--- config.mk ---
export PLATFORM = sky130hd
export DESIGN_NAME = softmax_vector
export DESIGN_NICKNAME = d
export VERILOG_FILES = /design/src/design/smv_pkg.sv /design/src/design/smv_ram.sv /design/src/design/smv_front.sv /design/src/design/smv_back.sv /design/src/design/smv_queue.sv /design/src/design/softmax_vector.sv
export SDC_FILE = /design/constraint.sdc
export NUM_CORES = 2
export LEC_CHECK = 0
export BUFFER_PORTS_ARGS = -buffer_cell sky130_fd_sc_hd__buf_2
export CAP_MARGIN = 20
export CORE_AREA = 4 4 447 449
export CTS_CLUSTER_DIAMETER = 120
export DETAILED_ROUTE_END_ITERATION = 16
export DIE_AREA = 0 0 451 453
export MAX_ROUTING_LAYER = met4
export REMOVE_ABC_BUFFERS = 1
export SYNTH_ARGS = -nofsm -noshare
export SYNTH_HDL_FRONTEND = slang
export SYNTH_SLANG_ARGS = --single-unit
--- constraint.sdc ---
create_clock -name clk_i -period 10.7 [get_ports clk_i]
set_input_delay 1.605 -clock clk_i [delete_from_list [all_inputs] [get_ports clk_i]]
set_output_delay 1.605 -clock clk_i [all_outputs]
set_load 0.02 [all_outputs]
--- src/design/smv_pkg.sv ---
// ----------------------------------------------------------------------------
// smv_pkg
// Shared types, constants and the exponential table entry function for the softmax block.
// ----------------------------------------------------------------------------
package smv_pkg;

  localparam int unsigned MaxLenDefault   = 64;
  localparam int unsigned ExpDepthDefault = 256;
  localparam int unsigned ScoreW          = 16;
  localparam int unsigned ProbW           = 16;
  localparam int unsigned SumW            = 23;
  localparam int unsigned QueueDepth      = 2;
  localparam logic [31:0] ExpStepQ32      = 32'd4034748382;

  // front-to-back command
  typedef struct packed {
    logic [6:0] count;
    logic       dropped;
    logic [15:0] max_val;
  } smv_cmd_t;

  typedef enum logic [2:0] {
    BK_IDLE,
    BK_EXP,
    BK_DIV_START,
    BK_DIV,
    BK_EMIT
  } smv_bk_state_e;

  // table entry k, built by repeated multiply
  function automatic logic [15:0] exp_entry(input int unsigned k);
    logic [63:0] acc;
    logic [63:0] q16;
    acc = 64'd1 << 32;
    for (int unsigned j = 0; j < k; j++) begin
      acc = (acc * {32'd0, ExpStepQ32} + 64'h8000_0000) >> 32;
    end
    q16 = (acc + 64'h8000) >> 16;
    return (q16 > 64'd65535) ? 16'hFFFF : q16[15:0];
  endfunction

endpackage

--- src/design/smv_ram.sv ---
// ----------------------------------------------------------------------------
// smv_ram
// Generic single-port-write, single-port-read RAM with registered read.
// ----------------------------------------------------------------------------
module smv_ram #(
  parameter int unsigned Width = 16,
  parameter int unsigned Depth = 64
) (
  input  logic                     clk_i,
  input  logic                     we_i,
  input  logic [$clog2(Depth)-1:0] waddr_i,
  input  logic [Width-1:0]         wdata_i,
  input  logic [$clog2(Depth)-1:0] raddr_i,
  output logic [Width-1:0]         rdata_o
);

  logic [Width-1:0] mem_q [Depth];

  always_ff @(posedge clk_i) begin
    if (we_i) begin
      mem_q[waddr_i] <= wdata_i;
    end
    rdata_o <= mem_q[raddr_i];
  end

endmodule

--- src/design/smv_front.sv ---
// ----------------------------------------------------------------------------
// smv_front
// Accepts score beats, writes the score store, tracks max, count and drop,
// and pushes one command per vector into the queue.
// ----------------------------------------------------------------------------
module smv_front #(
  parameter int unsigned MaxLen = smv_pkg::MaxLenDefault
) (
  input  logic                      clk_i,
  input  logic                      rst_ni,
  input  logic                      accept_i,
  input  logic [15:0]               score_i,
  input  logic                      final_element_i,
  output logic                      we_o,
  output logic [$clog2(MaxLen > 1 ? MaxLen : 2)-1:0] waddr_o,
  output logic                      push_o,
  output smv_pkg::smv_cmd_t         cmd_o
);
  import smv_pkg::*;

  localparam int unsigned AW = $clog2(MaxLen > 1 ? MaxLen : 2);

  logic [6:0]  count_q, count_d;
  logic [15:0] max_q, max_d;
  logic        drop_q, drop_d;
  logic        room;
  logic [15:0] new_max;

  assign room    = count_q < 7'(MaxLen);
  assign we_o    = accept_i && room;
  assign waddr_o = count_q[AW-1:0];
  assign new_max = ($signed(score_i) > $signed(max_q)) ? score_i : max_q;

  always_comb begin
    count_d = count_q;
    max_d   = max_q;
    drop_d  = drop_q;
    push_o  = 1'b0;
    cmd_o.count   = count_q;
    cmd_o.dropped = drop_q;
    cmd_o.max_val = max_q;
    if (accept_i) begin
      if (room) begin
        count_d       = count_q + 7'd1;
        max_d         = new_max;
        cmd_o.count   = count_q + 7'd1;
        cmd_o.max_val = new_max;
      end else begin
        drop_d        = 1'b1;
        cmd_o.dropped = 1'b1;
      end
      if (final_element_i) begin
        push_o  = 1'b1;
        count_d = '0;
        max_d   = 16'h8000;
        drop_d  = 1'b0;
      end
    end
  end

  always_ff @(posedge clk_i or negedge rst_ni) begin
    if (!rst_ni) begin
      count_q <= '0;
      max_q   <= 16'h8000;
      drop_q  <= 1'b0;
    end else begin
      count_q <= count_d;
      max_q   <= max_d;
      drop_q  <= drop_d;
    end
  end

endmodule

--- src/design/smv_back.sv ---
// ----------------------------------------------------------------------------
// smv_back
// Pops a vector command, looks up exp per stored score, sums, then divides
// each exp by the sum with a bit-serial divider and emits the probabilities.
// ----------------------------------------------------------------------------
module smv_back #(
  parameter int unsigned MaxLen   = smv_pkg::MaxLenDefault,
  parameter int unsigned ExpDepth = smv_pkg::ExpDepthDefault
) (
  input  logic                      clk_i,
  input  logic                      rst_ni,
  input  logic                      cmd_valid_i,
  input  smv_pkg::smv_cmd_t         cmd_i,
  output logic                      pop_o,
  output logic [$clog2(MaxLen > 1 ? MaxLen : 2)-1:0] raddr_o,
  input  logic [15:0]               score_rdata_i,
  output logic                      exp_we_o,
  output logic [$clog2(MaxLen > 1 ? MaxLen : 2)-1:0] exp_waddr_o,
  output logic [15:0]               exp_wdata_o,
  input  logic [15:0]               exp_rdata_i,
  output logic                      strobe_o,
  output logic [15:0]               probability_o,
  output logic                      run_end_o,
  output logic                      overflow_o,
  output logic                      active_o
);
  import smv_pkg::*;

  localparam int unsigned AW = $clog2(MaxLen > 1 ? MaxLen : 2);
  localparam int unsigned TW = $clog2(ExpDepth);
  localparam int unsigned NumW = 33;

  // whole exp table, packed, built once at elaboration
  function automatic logic [ExpDepth*16-1:0] build_rom();
    logic [ExpDepth*16-1:0] t;
    logic [63:0] acc;
    logic [63:0] q16;
    t   = '0;
    acc = 64'd1 << 32;
    for (int unsigned k = 0; k < ExpDepth; k++) begin
      q16 = (acc + 64'h8000) >> 16;
      t[k*16 +: 16] = (q16 > 64'd65535) ? 16'hFFFF : q16[15:0];
      acc = (acc * {32'd0, ExpStepQ32} + 64'h8000_0000) >> 32;
    end
    return t;
  endfunction

  localparam logic [ExpDepth*16-1:0] ExpRom = build_rom();

  smv_bk_state_e state_q, state_d;
  smv_cmd_t      cmd_q, cmd_d;
  logic [6:0]    rd_q, rd_d;
  logic [6:0]    wr_q, wr_d;
  logic          rv_q, rv_d;
  logic [SumW-1:0] sum_q, sum_d;
  logic [NumW-1:0] rem_q, rem_d;
  logic [16:0]   quo_q, quo_d;
  logic [5:0]    bit_q, bit_d;
  logic [31:0]   num_q, num_d;
  logic          sat_q, sat_d;
  logic [16:0]   diff;
  logic [15:0]   exp_val;
  logic [NumW-1:0] trial;

  // exp of (score - max), looked up by max - score
  always_comb begin
    diff = 17'($signed(cmd_q.max_val)) - 17'($signed(score_rdata_i));
    if (diff[16:4] >= 13'(ExpDepth)) begin
      exp_val = '0;
    end else begin
      exp_val = ExpRom[{diff[TW+3:4], 4'b0000} +: 16];
    end
  end

  assign raddr_o     = rd_q[AW-1:0];
  assign exp_waddr_o = wr_q[AW-1:0];
  assign exp_wdata_o = exp_val;
  assign active_o    = (state_q != BK_IDLE);

  always_comb begin
    state_d  = state_q;
    cmd_d    = cmd_q;
    rd_d     = rd_q;
    wr_d     = wr_q;
    rv_d     = 1'b0;
    sum_d    = sum_q;
    bit_d    = bit_q;
    pop_o    = 1'b0;
    exp_we_o = 1'b0;
    strobe_o = 1'b0;
    unique case (state_q)
      BK_IDLE: begin
        if (cmd_valid_i) begin
          pop_o = 1'b1;
          cmd_d = cmd_i;
          rd_d  = '0;
          wr_d  = '0;
          sum_d = '0;
          state_d = (cmd_i.count == '0) ? BK_IDLE : BK_EXP;
        end
      end
      BK_EXP: begin
        if (rd_q < cmd_q.count) begin
          rd_d = rd_q + 7'd1;
          rv_d = 1'b1;
        end
        if (rv_q) begin
          exp_we_o = 1'b1;
          sum_d    = sum_q + SumW'(exp_val);
          wr_d     = wr_q + 7'd1;
          if (wr_q + 7'd1 == cmd_q.count) begin
            rd_d    = '0;
            state_d = BK_DIV_START;
          end
        end
      end
      BK_DIV_START: begin
        // the read of rd_q is issued here; its data is loaded when BK_DIV begins
        bit_d   = 6'd32;
        state_d = BK_DIV;
      end
      BK_DIV: begin
        // restoring division of exp<<16 by sum, one bit per cycle
        if (bit_q == 6'd32) begin
          bit_d = 6'd31;
        end else if (bit_q == 6'd0) begin
          state_d = BK_EMIT;
        end else begin
          bit_d = bit_q - 6'd1;
        end
      end
      BK_EMIT: begin
        strobe_o = 1'b1;
        rd_d     = rd_q + 7'd1;
        if (rd_q + 7'd1 == cmd_q.count) begin
          state_d = BK_IDLE;
        end else begin
          state_d = BK_DIV_START;
        end
      end
      default: state_d = BK_IDLE;
    endcase
  end

  // the dividend bits are fed from a shift register loaded at the start
  assign trial = {rem_q[NumW-2:0], num_q[31]};

  always_comb begin
    num_d = num_q;
    rem_d = rem_q;
    quo_d = quo_q;
    sat_d = sat_q;
    if (state_q == BK_DIV) begin
      if (bit_q == 6'd32) begin
        num_d = {exp_rdata_i, 16'd0};
        rem_d = '0;
        quo_d = '0;
        sat_d = 1'b0;
      end else begin
        num_d = {num_q[30:0], 1'b0};
        if (trial >= NumW'(sum_q)) begin
          rem_d = trial - NumW'(sum_q);
          quo_d = {quo_q[15:0], 1'b1};
        end else begin
          rem_d = trial;
          quo_d = {quo_q[15:0], 1'b0};
        end
        if (quo_q[16]) begin
          sat_d = 1'b1;
        end
      end
    end
  end

  assign probability_o = (sum_q == '0 || sat_q || quo_q[16]) ? 16'hFFFF : quo_q[15:0];
  assign run_end_o     = (rd_q + 7'd1 == cmd_q.count);
  assign overflow_o    = cmd_q.dropped;

  always_ff @(posedge clk_i or negedge rst_ni) begin
    if (!rst_ni) begin
      state_q <= BK_IDLE;
      rd_q    <= '0;
      wr_q    <= '0;
      rv_q    <= 1'b0;
      cmd_q   <= '0;
    end else begin
      state_q <= state_d;
      rd_q    <= rd_d;
      wr_q    <= wr_d;
      rv_q    <= rv_d;
      cmd_q   <= cmd_d;
    end
  end

  always_ff @(posedge clk_i) begin
    sum_q <= sum_d;
    rem_q <= rem_d;
    quo_q <= quo_d;
    bit_q <= bit_d;
    num_q <= num_d;
    sat_q <= sat_d;
  end

endmodule

--- src/design/smv_queue.sv ---
// ----------------------------------------------------------------------------
// smv_queue
// Small command queue between the front and the back.
// ----------------------------------------------------------------------------
module smv_queue #(
  parameter int unsigned Depth = smv_pkg::QueueDepth
) (
  input  logic              clk_i,
  input  logic              rst_ni,
  input  logic              push_i,
  input  smv_pkg::smv_cmd_t data_i,
  input  logic              pop_i,
  output logic              valid_o,
  output logic              full_o,
  output smv_pkg::smv_cmd_t data_o
);
  import smv_pkg::*;

  localparam int unsigned PW = $clog2(Depth);

  smv_cmd_t      buf_q [Depth];
  logic [PW-1:0] wp_q, rp_q;
  logic [PW:0]   cnt_q;

  assign valid_o = cnt_q != '0;
  assign full_o  = cnt_q == (PW+1)'(Depth);
  assign data_o  = buf_q[rp_q];

  always_ff @(posedge clk_i or negedge rst_ni) begin
    if (!rst_ni) begin
      wp_q  <= '0;
      rp_q  <= '0;
      cnt_q <= '0;
    end else begin
      if (push_i) wp_q <= (wp_q == PW'(Depth-1)) ? '0 : wp_q + PW'(1);
      if (pop_i)  rp_q <= (rp_q == PW'(Depth-1)) ? '0 : rp_q + PW'(1);
      cnt_q <= cnt_q + (PW+1)'(push_i) - (PW+1)'(pop_i);
    end
  end

  always_ff @(posedge clk_i) begin
    if (push_i) buf_q[wp_q] <= data_i;
  end

endmodule

--- src/design/softmax_vector.sv ---
// ----------------------------------------------------------------------------
// softmax_vector
// Streaming softmax over signed Q8.8 scores with max subtraction.
// ----------------------------------------------------------------------------
// Scores are taken one per cycle while busy is low; up to MaxLen are kept
// and the rest are dropped and flagged. The element marked final queues the
// vector for the back end, which looks up exp for each stored score and sums
// the results, then divides each exp by the sum on the bit-serial divider,
// showing each probability for one cycle on result_valid_o. The receiver
// cannot stall. busy is high from the cycle after the final element until
// the back end has emitted the last probability of that vector.
// ----------------------------------------------------------------------------
module softmax_vector #(
  parameter int unsigned MaxLen   = smv_pkg::MaxLenDefault,
  parameter int unsigned ExpDepth = smv_pkg::ExpDepthDefault
) (
  input  logic        clk_i,
  input  logic        rst_ni,
  input  logic        start,
  output logic        busy,
  input  logic [15:0] score_i,
  input  logic        final_element_i,
  output logic        result_valid_o,
  output logic [15:0] probability_o,
  output logic        run_end_o,
  output logic        overflow_o
);
  import smv_pkg::*;

  localparam int unsigned AW = $clog2(MaxLen > 1 ? MaxLen : 2);

  logic          accept, we, push, pop, q_valid, q_full;
  logic [AW-1:0] waddr, raddr, exp_waddr;
  logic [15:0]   score_rdata, exp_rdata, exp_wdata;
  logic          exp_we;
  logic          back_active;
  smv_cmd_t      cmd_in, cmd_out;

  // the score store is shared, so the front waits until the back is done
  assign busy   = q_valid || q_full || back_active;
  assign accept = start && !busy;

  smv_front #(.MaxLen(MaxLen)) u_front (
    .clk_i, .rst_ni, .accept_i(accept), .score_i, .final_element_i,
    .we_o(we), .waddr_o(waddr), .push_o(push), .cmd_o(cmd_in)
  );

  smv_queue #(.Depth(QueueDepth)) u_queue (
    .clk_i, .rst_ni, .push_i(push), .data_i(cmd_in), .pop_i(pop),
    .valid_o(q_valid), .full_o(q_full), .data_o(cmd_out)
  );

  smv_ram #(.Width(ScoreW), .Depth(MaxLen > 1 ? MaxLen : 2)) u_score_ram (
    .clk_i, .we_i(we), .waddr_i(waddr), .wdata_i(score_i),
    .raddr_i(raddr), .rdata_o(score_rdata)
  );

  smv_ram #(.Width(ProbW), .Depth(MaxLen > 1 ? MaxLen : 2)) u_exp_ram (
    .clk_i, .we_i(exp_we), .waddr_i(exp_waddr), .wdata_i(exp_wdata),
    .raddr_i(raddr), .rdata_o(exp_rdata)
  );

  smv_back #(.MaxLen(MaxLen), .ExpDepth(ExpDepth)) u_back (
    .clk_i, .rst_ni, .cmd_valid_i(q_valid), .cmd_i(cmd_out), .pop_o(pop),
    .raddr_o(raddr), .score_rdata_i(score_rdata),
    .exp_we_o(exp_we), .exp_waddr_o(exp_waddr), .exp_wdata_o(exp_wdata),
    .exp_rdata_i(exp_rdata), .strobe_o(result_valid_o),
    .probability_o, .run_end_o, .overflow_o, .active_o(back_active)
  );

endmodule
# ---- Word level (Yosys, flattened, before mapping)
# Memories as Yosys holds them, arrays and structs flattened. A register that Yosys moved wholly into a read port is not among the register bits.
# Cells that the tools add are included.
dict set report totals {
  ff_bits 181
  ramBits 2096
  inputBits 20
  out_inout_bits 20
  elab_cells 129
  mem_count 3
}
# memory depth word_bits read_ports rd_ports_with_merged_regs wr line
set memory_table {}
lappend memory_table {u_exp_ram.mem_q 64 16 1 1 1 smv_ram.sv:17} ;# logic [Width-1:0] mem_q [Depth];
lappend memory_table {u_score_ram.mem_q 64 16 1 1 1 smv_ram.sv:17}
lappend memory_table {u_queue.buf_q 2 24 1 0 1 smv_queue.sv:21} ;# smv_cmd_t buf_q [Depth];
dict set report classes {
  addsub 11
  n_lt_le_gt_ge 5
  n_eq_ne 14
  shifts 1
  n_mux 52
  reduce_logical 23
}
# operator n
set ops {}
lappend ops {{variable part select 4096 x 13 -> 16 bit, first input constant} 1}
lappend ops {{2-to-1 mux 16 bit} 5}
lappend ops {{2-to-1 mux 32 bit} 2}
lappend ops {{2-to-1 mux 7 bit} 7}
lappend ops {{2-to-1 mux 23 bit} 2}
lappend ops {{case mux 23 bit (2 select lines)} 1}
lappend ops {{>= comparator 33 x 23 -> 1 bit} 1}
lappend ops {{subtractor 32 x 23 -> 32 bit} 1}
lappend ops {{2-to-1 mux 24 bit} 1}
lappend ops {{adder 23 x 16 -> 23 bit} 1}
lappend ops {{zero test 23 bit} 1}
lappend ops {{2-to-1 mux 1 bit} 22}
lappend ops {{adder 7 x 1 -> 7 bit, second input constant} 3}
lappend ops {{case mux 7 bit (3 select lines)} 1}
lappend ops {{subtractor 16 x 16 -> 17 bit} 1}
lappend ops {{greater-than comparator 16 bit} 1}
lappend ops {{2-to-1 mux 3 bit} 5}
lappend ops {{case mux 3 bit (5 select lines)} 1}
lappend ops {{equality test 7 bit} 2}
lappend ops {{case mux 7 bit (2 select lines)} 1}
lappend ops {{>= comparator 13 x 9 -> 1 bit, second input constant} 1}
lappend ops {{2-to-1 mux 6 bit} 2}
lappend ops {{case mux 6 bit (2 select lines)} 1}
lappend ops {{AND reduction 2 bit} 4}
lappend ops {{other kinds (25)} 38}

# ---- Logic depth before layout (Yosys ltp)
dict set report depth {
  ltp_word 8
  depth_mapped 28
  mapped_depth_nobuf 26
}

# ---- Modules after synthesis
# From an unflattened synthesis, not the netlist that was laid out.
dict set report unflattened {
  hier_cells 5317
  area_unflattened_um2 95671.8
}
# mod instances cells_each area_per_inst_um2 seq_area_each_um2
set by_module_without_submodules {}
lappend by_module_without_submodules {smv_ram 2 1829 40042.2 31069.8}
lappend by_module_without_submodules {smv_back 1 1384 11806.3 3903.7}
lappend by_module_without_submodules {smv_queue 1 90 2033.2 1541.5}
lappend by_module_without_submodules {smv_front 1 183 1732.9 601.8}
lappend by_module_without_submodules {softmax_vector 1 2 15.0 0.0}

# ---- Worst setup path before layout
# OpenSTA, ideal clock, no wires.
dict set report synth_path {
  kind {register to register}
  startpoint {register u_back.cmd_q[1] (netlist bit)}
  endpoint {register u_back.sum_q[22] (data pin)}
  setup_ps 266
  arrival_ps 8338
  required_time_ps 10434
  path_slack_ps 2096
  path_stages_with_launch 24
  path_buffers 3
  period_less_slack_ps 8604
  cell_sequence {dfrtp_1 ha_1 a2111o_1 a31oi_2 xnor2_1 inv_2 buf_6 ha_1 clkbuf_1 clkbuf_1 o22ai_1 mux4_2 a211oi_1 ha_1 a21o_1 a21o_1 a2111oi_1 o311ai_1 o31ai_1 o2111ai_1 a21oi_2 nor4_1 xnor2_1 nor2_1}
}
dict set report synth_between {
  elab_chain_len 6
  elab_cells_between_ends 7
  cone_classes {add/sub (2); order compare (1); shift (1); mux (3)}
}
# element line
set synth_rtl {}
lappend synth_rtl {{from (decl)} smv_back.sv:51} ;# smv_cmd_t cmd_q, cmd_d;
lappend synth_rtl {{from (signal assigned)} smv_back.sv:191} ;# cmd_q <= cmd_d;
lappend synth_rtl {{subtractor 16 x 16 -> 17 bit *} smv_back.sv:67} ;# diff = 17'($signed(cmd_q.max_val)) - 17'($signed(score_rdata_i));
lappend synth_rtl {{variable part select 4096 x 13 -> 16 bit / >= comparator 13 x 9 -> 1 bit (equally long branches)} {smv_back.sv:71, smv_back.sv:68}}
lappend synth_rtl {{2-to-1 mux 16 bit *} smv_back.sv:68} ;# if (diff[16:4] >= 13'(ExpDepth)) begin
lappend synth_rtl {{named net exp_wdata[2]} softmax_vector.sv:34} ;# logic [15:0] score_rdata, exp_rdata, exp_wdata;
lappend synth_rtl {{adder 23 x 16 -> 23 bit *} smv_back.sv:109} ;# sum_d = sum_q + SumW'(exp_val);
lappend synth_rtl {{2-to-1 mux 23 bit *} smv_back.sv:107} ;# if (rv_q) begin
lappend synth_rtl {{case mux 23 bit (2 select lines) *} smv_back.sv:91} ;# unique case (state_q)
lappend synth_rtl {{to (signal assigned)} smv_back.sv:196} ;# sum_q <= sum_d;
lappend synth_rtl {{to (decl)} smv_back.sv:55} ;# logic [SumW-1:0] sum_q, sum_d;
# The timed path passes the listed nets; every way through them passes the cells marked *. The select of a mux whose other input is x is not followed.
# A chain may end at the register's enable or synchronous reset.

# ---- Final worst setup path
dict set report layout_path {
  startpoint {register u_back.cmd_q[3] (netlist bit)}
  endpoint {register u_back.sum_q[22] (data pin)}
}
# Same word-level chain as after synthesis.

==> impl_metrics.yaml <==
status:
  status: "finished clean"
synthesis:
  synthTopCellsByCount: "2191 x edfxtp_1, 673 x mux4_2, 314 x nor2_1, 163 x clkbuf_1, 141 x nand2_1"
  synth_cell_types: 101
  synth.most_common_cell: "edfxtp_1"
  ys.warnings.count: 0
  ys_async_sr_fraction: 0.0305
  synth_edf_count: 2191
  synth_top_area_frac: 0.703
  synth_area_leaders: "edfxtp_1 70%, mux4_2 16%, dfrtp_1 1.8%"
  synth.largest_area_cell: "edfxtp_1"
  yosysSeqAreaShare: 0.728
  synthesis.area_per_instance_um2: 19.9
  netlist_area_um2: 93600
  ys_ff_latch: 2293
  syn_inst: 4709
  synthFlopType: "edfxtp_1"
power_and_ir_drop:
  power_density_nw_per_um2: 288
  p_leak_nw: 32.9
  vdd_ir_drop_max_uv: 460
route:
  wl_per_cell_um: 29.7
  vias: 46800
  ant_nets: 0
  firstDrtPassIters: 6
  vias_per_cell: 6.01
  drc: 0
  routed_wirelength_um: 231000
  drtIter0Drc: 4962
placed_design:
  io_buffers: 39
  pre_cts_ws_ns: 2.72
  dp.cells: 7349
  place.gp.congestion: 0.872
  place_area_um2: 98000
  dp_hpwl_um: 133000
die:
  core_um2: 196000
  die-height_um: 453
  rows: 163
  start_util: 0.477
  ios: 40
  dieArea_um2: 204000
  die_w_um: 451
cts:
  numCtsBuffers: 227
  cts_sinks: 2293
  clkTransAtPathRegs_ns: 0.06
  clock-root-buffer: "clkbuf_16"
  clk_path_buf_depth: 3
  cts_tree: "yes"
  postCtsSetupBuffers: 0
  cts_hold_buf: 0
  ctsResizeCount: 0
  cts_htree_levels: 4
  clk_latency_ns: 0.86
timing:
  hold_viol: 0
  rsz0062_at_grt: "no"
  layout_setup_ws_ns: 2.86
  finClkSkew_ns: 0.0387
  finalCriticalPeriod_ns: 7.84
  layout_worst_path_cycle_share: 0.733
  slew_violations: 0
  clock.fmax_mhz: 127
  slew_headroom: 0.273
  setup_violations: 0
  tightest_slew_ns: 1.09
layout:
  fin_cells: 7783
  area_growth_pct: 12.4
  drive_gt1_frac: 0.275
  nets: 5060
  num-fill-cells: 15200
  final_area_um2: 105000
hold_path:
  holdPathStages: 1
  hold_class: "flop to flop"
  worstHoldStart: "u_queue.cnt_q[1]"
  hold_end: "u_queue.cnt_q[1]"
worst_setup_path:
  r2r_cells: 26
  crit_path_start: "u_back.cmd_q[3]"
  crit_type: "flop to flop"
  cpMaxStageDelayCell: "xnor2_2"
  reg2reg_to: "u_back.sum_q[22]"
  end_kind: "flop"
  r2r-start: "u_back.cmd_q[3]"
  reg2reg_slack_ns: 2.86
  arrival_ns: 8.45
  crit_path_start_kind: "flop"
  critPathMaxStageDelay_ns: 0.63
  cp_data_required_time_ns: 11.30
  crit_fanout: 65
global_routing:
  grt_max_degree: 99
  track_usage: 0.235
  antenna_found_initial: 6
  grt_first_pass_wirelength_um: 338000
  grt_overflow: 0
  grt_pass1_vias: 47400
run:
  cap_violations: 0
[where the power goes]
group / total [mW] / leakage [nW] / switching (mW) / internal, mW
combinational: 11.6 / 8.93 / 7.43 / 4.18
clock: 7.67 / 3.53 / 3.33 / 4.34
sequential: 11.0 / 20.5 / 0.313 / 10.7
total: 30.3 / 32.9 / 11.1 / 19.2
[sequential cells by signal (all words and copies together), names as in the netlist]
register / flops
u_back.sum_q: 23
u_back.cmd_q: 23
u_queue.rp_q: 1
u_back.quo_q: 17
u_back.rv_q: 1
u_queue.wp_q: 1
u_score_ram.mem_q: 1024
u_score_ram.rdata_o: 16
u_exp_ram.mem_q: 1024
u_back.rem_q: 32
u_queue.cnt_q: 2
u_back.wr_q: 7
u_back.bit_q: 6
u_exp_ram.rdata_o: 16
u_back.num_q: 16
u_queue.buf_q: 48
u_front.max_q: 16
u_back.overflow_o: 1
u_back.state_q: 3
u_back.rd_q: 7
u_front.count_q: 7
u_back.sat_q: 1
u_front.drop_q: 1
[placed cells by master, fill, tap and decap left out, types with 12 or more instances in the layout]
cell / synthesis / layout
a211oi_1: 20 / 15
a21o_1: 37 / 37
a21oi_1: 118 / 114
a31oi_1: 21 / 19
and2_1: 49 / 49
and3_1: 14 / 12
buf_2: 49 / 38
buf_4: 3 / 216
clkbuf_1: 163 / 63
clkbuf_16: 0 / 235
clkbuf_8: 0 / 19
clkinv_1: 1 / 42
clkinv_2: 0 / 41
dfrtp_1: 69 / 63
dfxtp_1: 32 / 32
edfxtp_1: 2191 / 2191
ha_1: 97 / 97
inv_1: 84 / 83
mux2_2: 17 / 17
mux2i_1: 36 / 36
mux4_2: 673 / 673
nand2_1: 141 / 141
nand2b_1: 13 / 13
nand3_1: 42 / 42
nand3b_1: 12 / 12
nand4_1: 12 / 12
nor2_1: 314 / 270
nor2_2: 3 / 45
nor3_1: 39 / 38
nor4_1: 18 / 17
o21a_1: 13 / 13
o21ai_0: 85 / 85
o21ai_1: 13 / 13
or2_2: 29 / 30
xnor2_1: 57 / 57
xor2_1: 28 / 27
[worst max-delay path by stage]
stage / endpoint / slack (ns) / depth (start not counted)
after floorplan: run_end_o / -12.44 / 6
after global placement: u_back.sum_q[18] / 2.86 / 24
after detailed placement: u_back.sum_q[22] / 2.72 / 24
after CTS: u_back.sum_q[22] / 2.78 / 24
after global routing: u_back.sum_q[22] / 2.33 / 26
final: u_back.sum_q[22] / 2.86 / 26
[layer usage]
layer / global-route usage / up-vias / routed length [um]
met1: 0.318 / 25100 / 95700
met5: - / - / 0
met3: 0.0314 / 360 / 13100
li1: - / 19800 / -
met4: 0.0592 / 0 / 5750
met2: 0.383 / 1545 / 117000
[cells by family (layout without fill, tap and decap cells)]
logic type      Yosys count  count (layout)  share of synthesized area
fa+ha+maj                99              99                     0.0134
xor+xnor                 89              89                    0.00877
buf+inv                 341             769                     0.0147
compound gates          425             425                     0.0302
simple gates            736             736                     0.0371
other cells               0               6                          0
mux                     726             726                      0.168
flops                  2293            2293                      0.728
[through the flow]
stage | hold WS [ns] | TNS, ns | power, mW | utilization
2_1_floorplan | 0.446 | -439.79 | 19.3 | -
3_5_place_dp | 0.465 | 0 | 22.8 | 0.500
6_report | 0.477 | 0 | 30.3 | 0.537
5_1_grt | 0.491 | 0 | 31.8 | 0.537
3_3_place_gp | 0.469 | 0 | 22.9 | 0.500
4_1_cts | 0.476 | 0 | 30.5 | 0.536
[worst max-delay path: cells and delay by family, from the launching register on]
family | cells | cell delay [ns]
buffers and inverters | 2 | 0.70
XOR/XNOR | 2 | 0.79
flip-flops | 1 | 0.38
AND/OR/NAND/NOR | 6 | 1.16
AO/OA/AOI/OAI | 12 | 2.89
adder cells (fa/ha/maj) | 4 | 1.62
[layout make-up]
| cell class | instances | area [um2] | area share |
|---|---|---|---|
| Antenna cell | 6 | 15.0 | 0.000143 |
| Tap cell | 2640 | 3300 | 0.0314 |
| Timing Repair Buffer | 257 | 1870 | 0.0178 |
| Multi-Input combinational cell | 2075 | 24400 | 0.231 |
| Sequential cell | 2293 | 68200 | 0.648 |
| Clock inverter | 108 | 825 | 0.00783 |
| Clock buffer | 317 | 6380 | 0.0606 |
| Inverter | 87 | 327 | 0.00310 |
(Power assumes the default switching activity.)
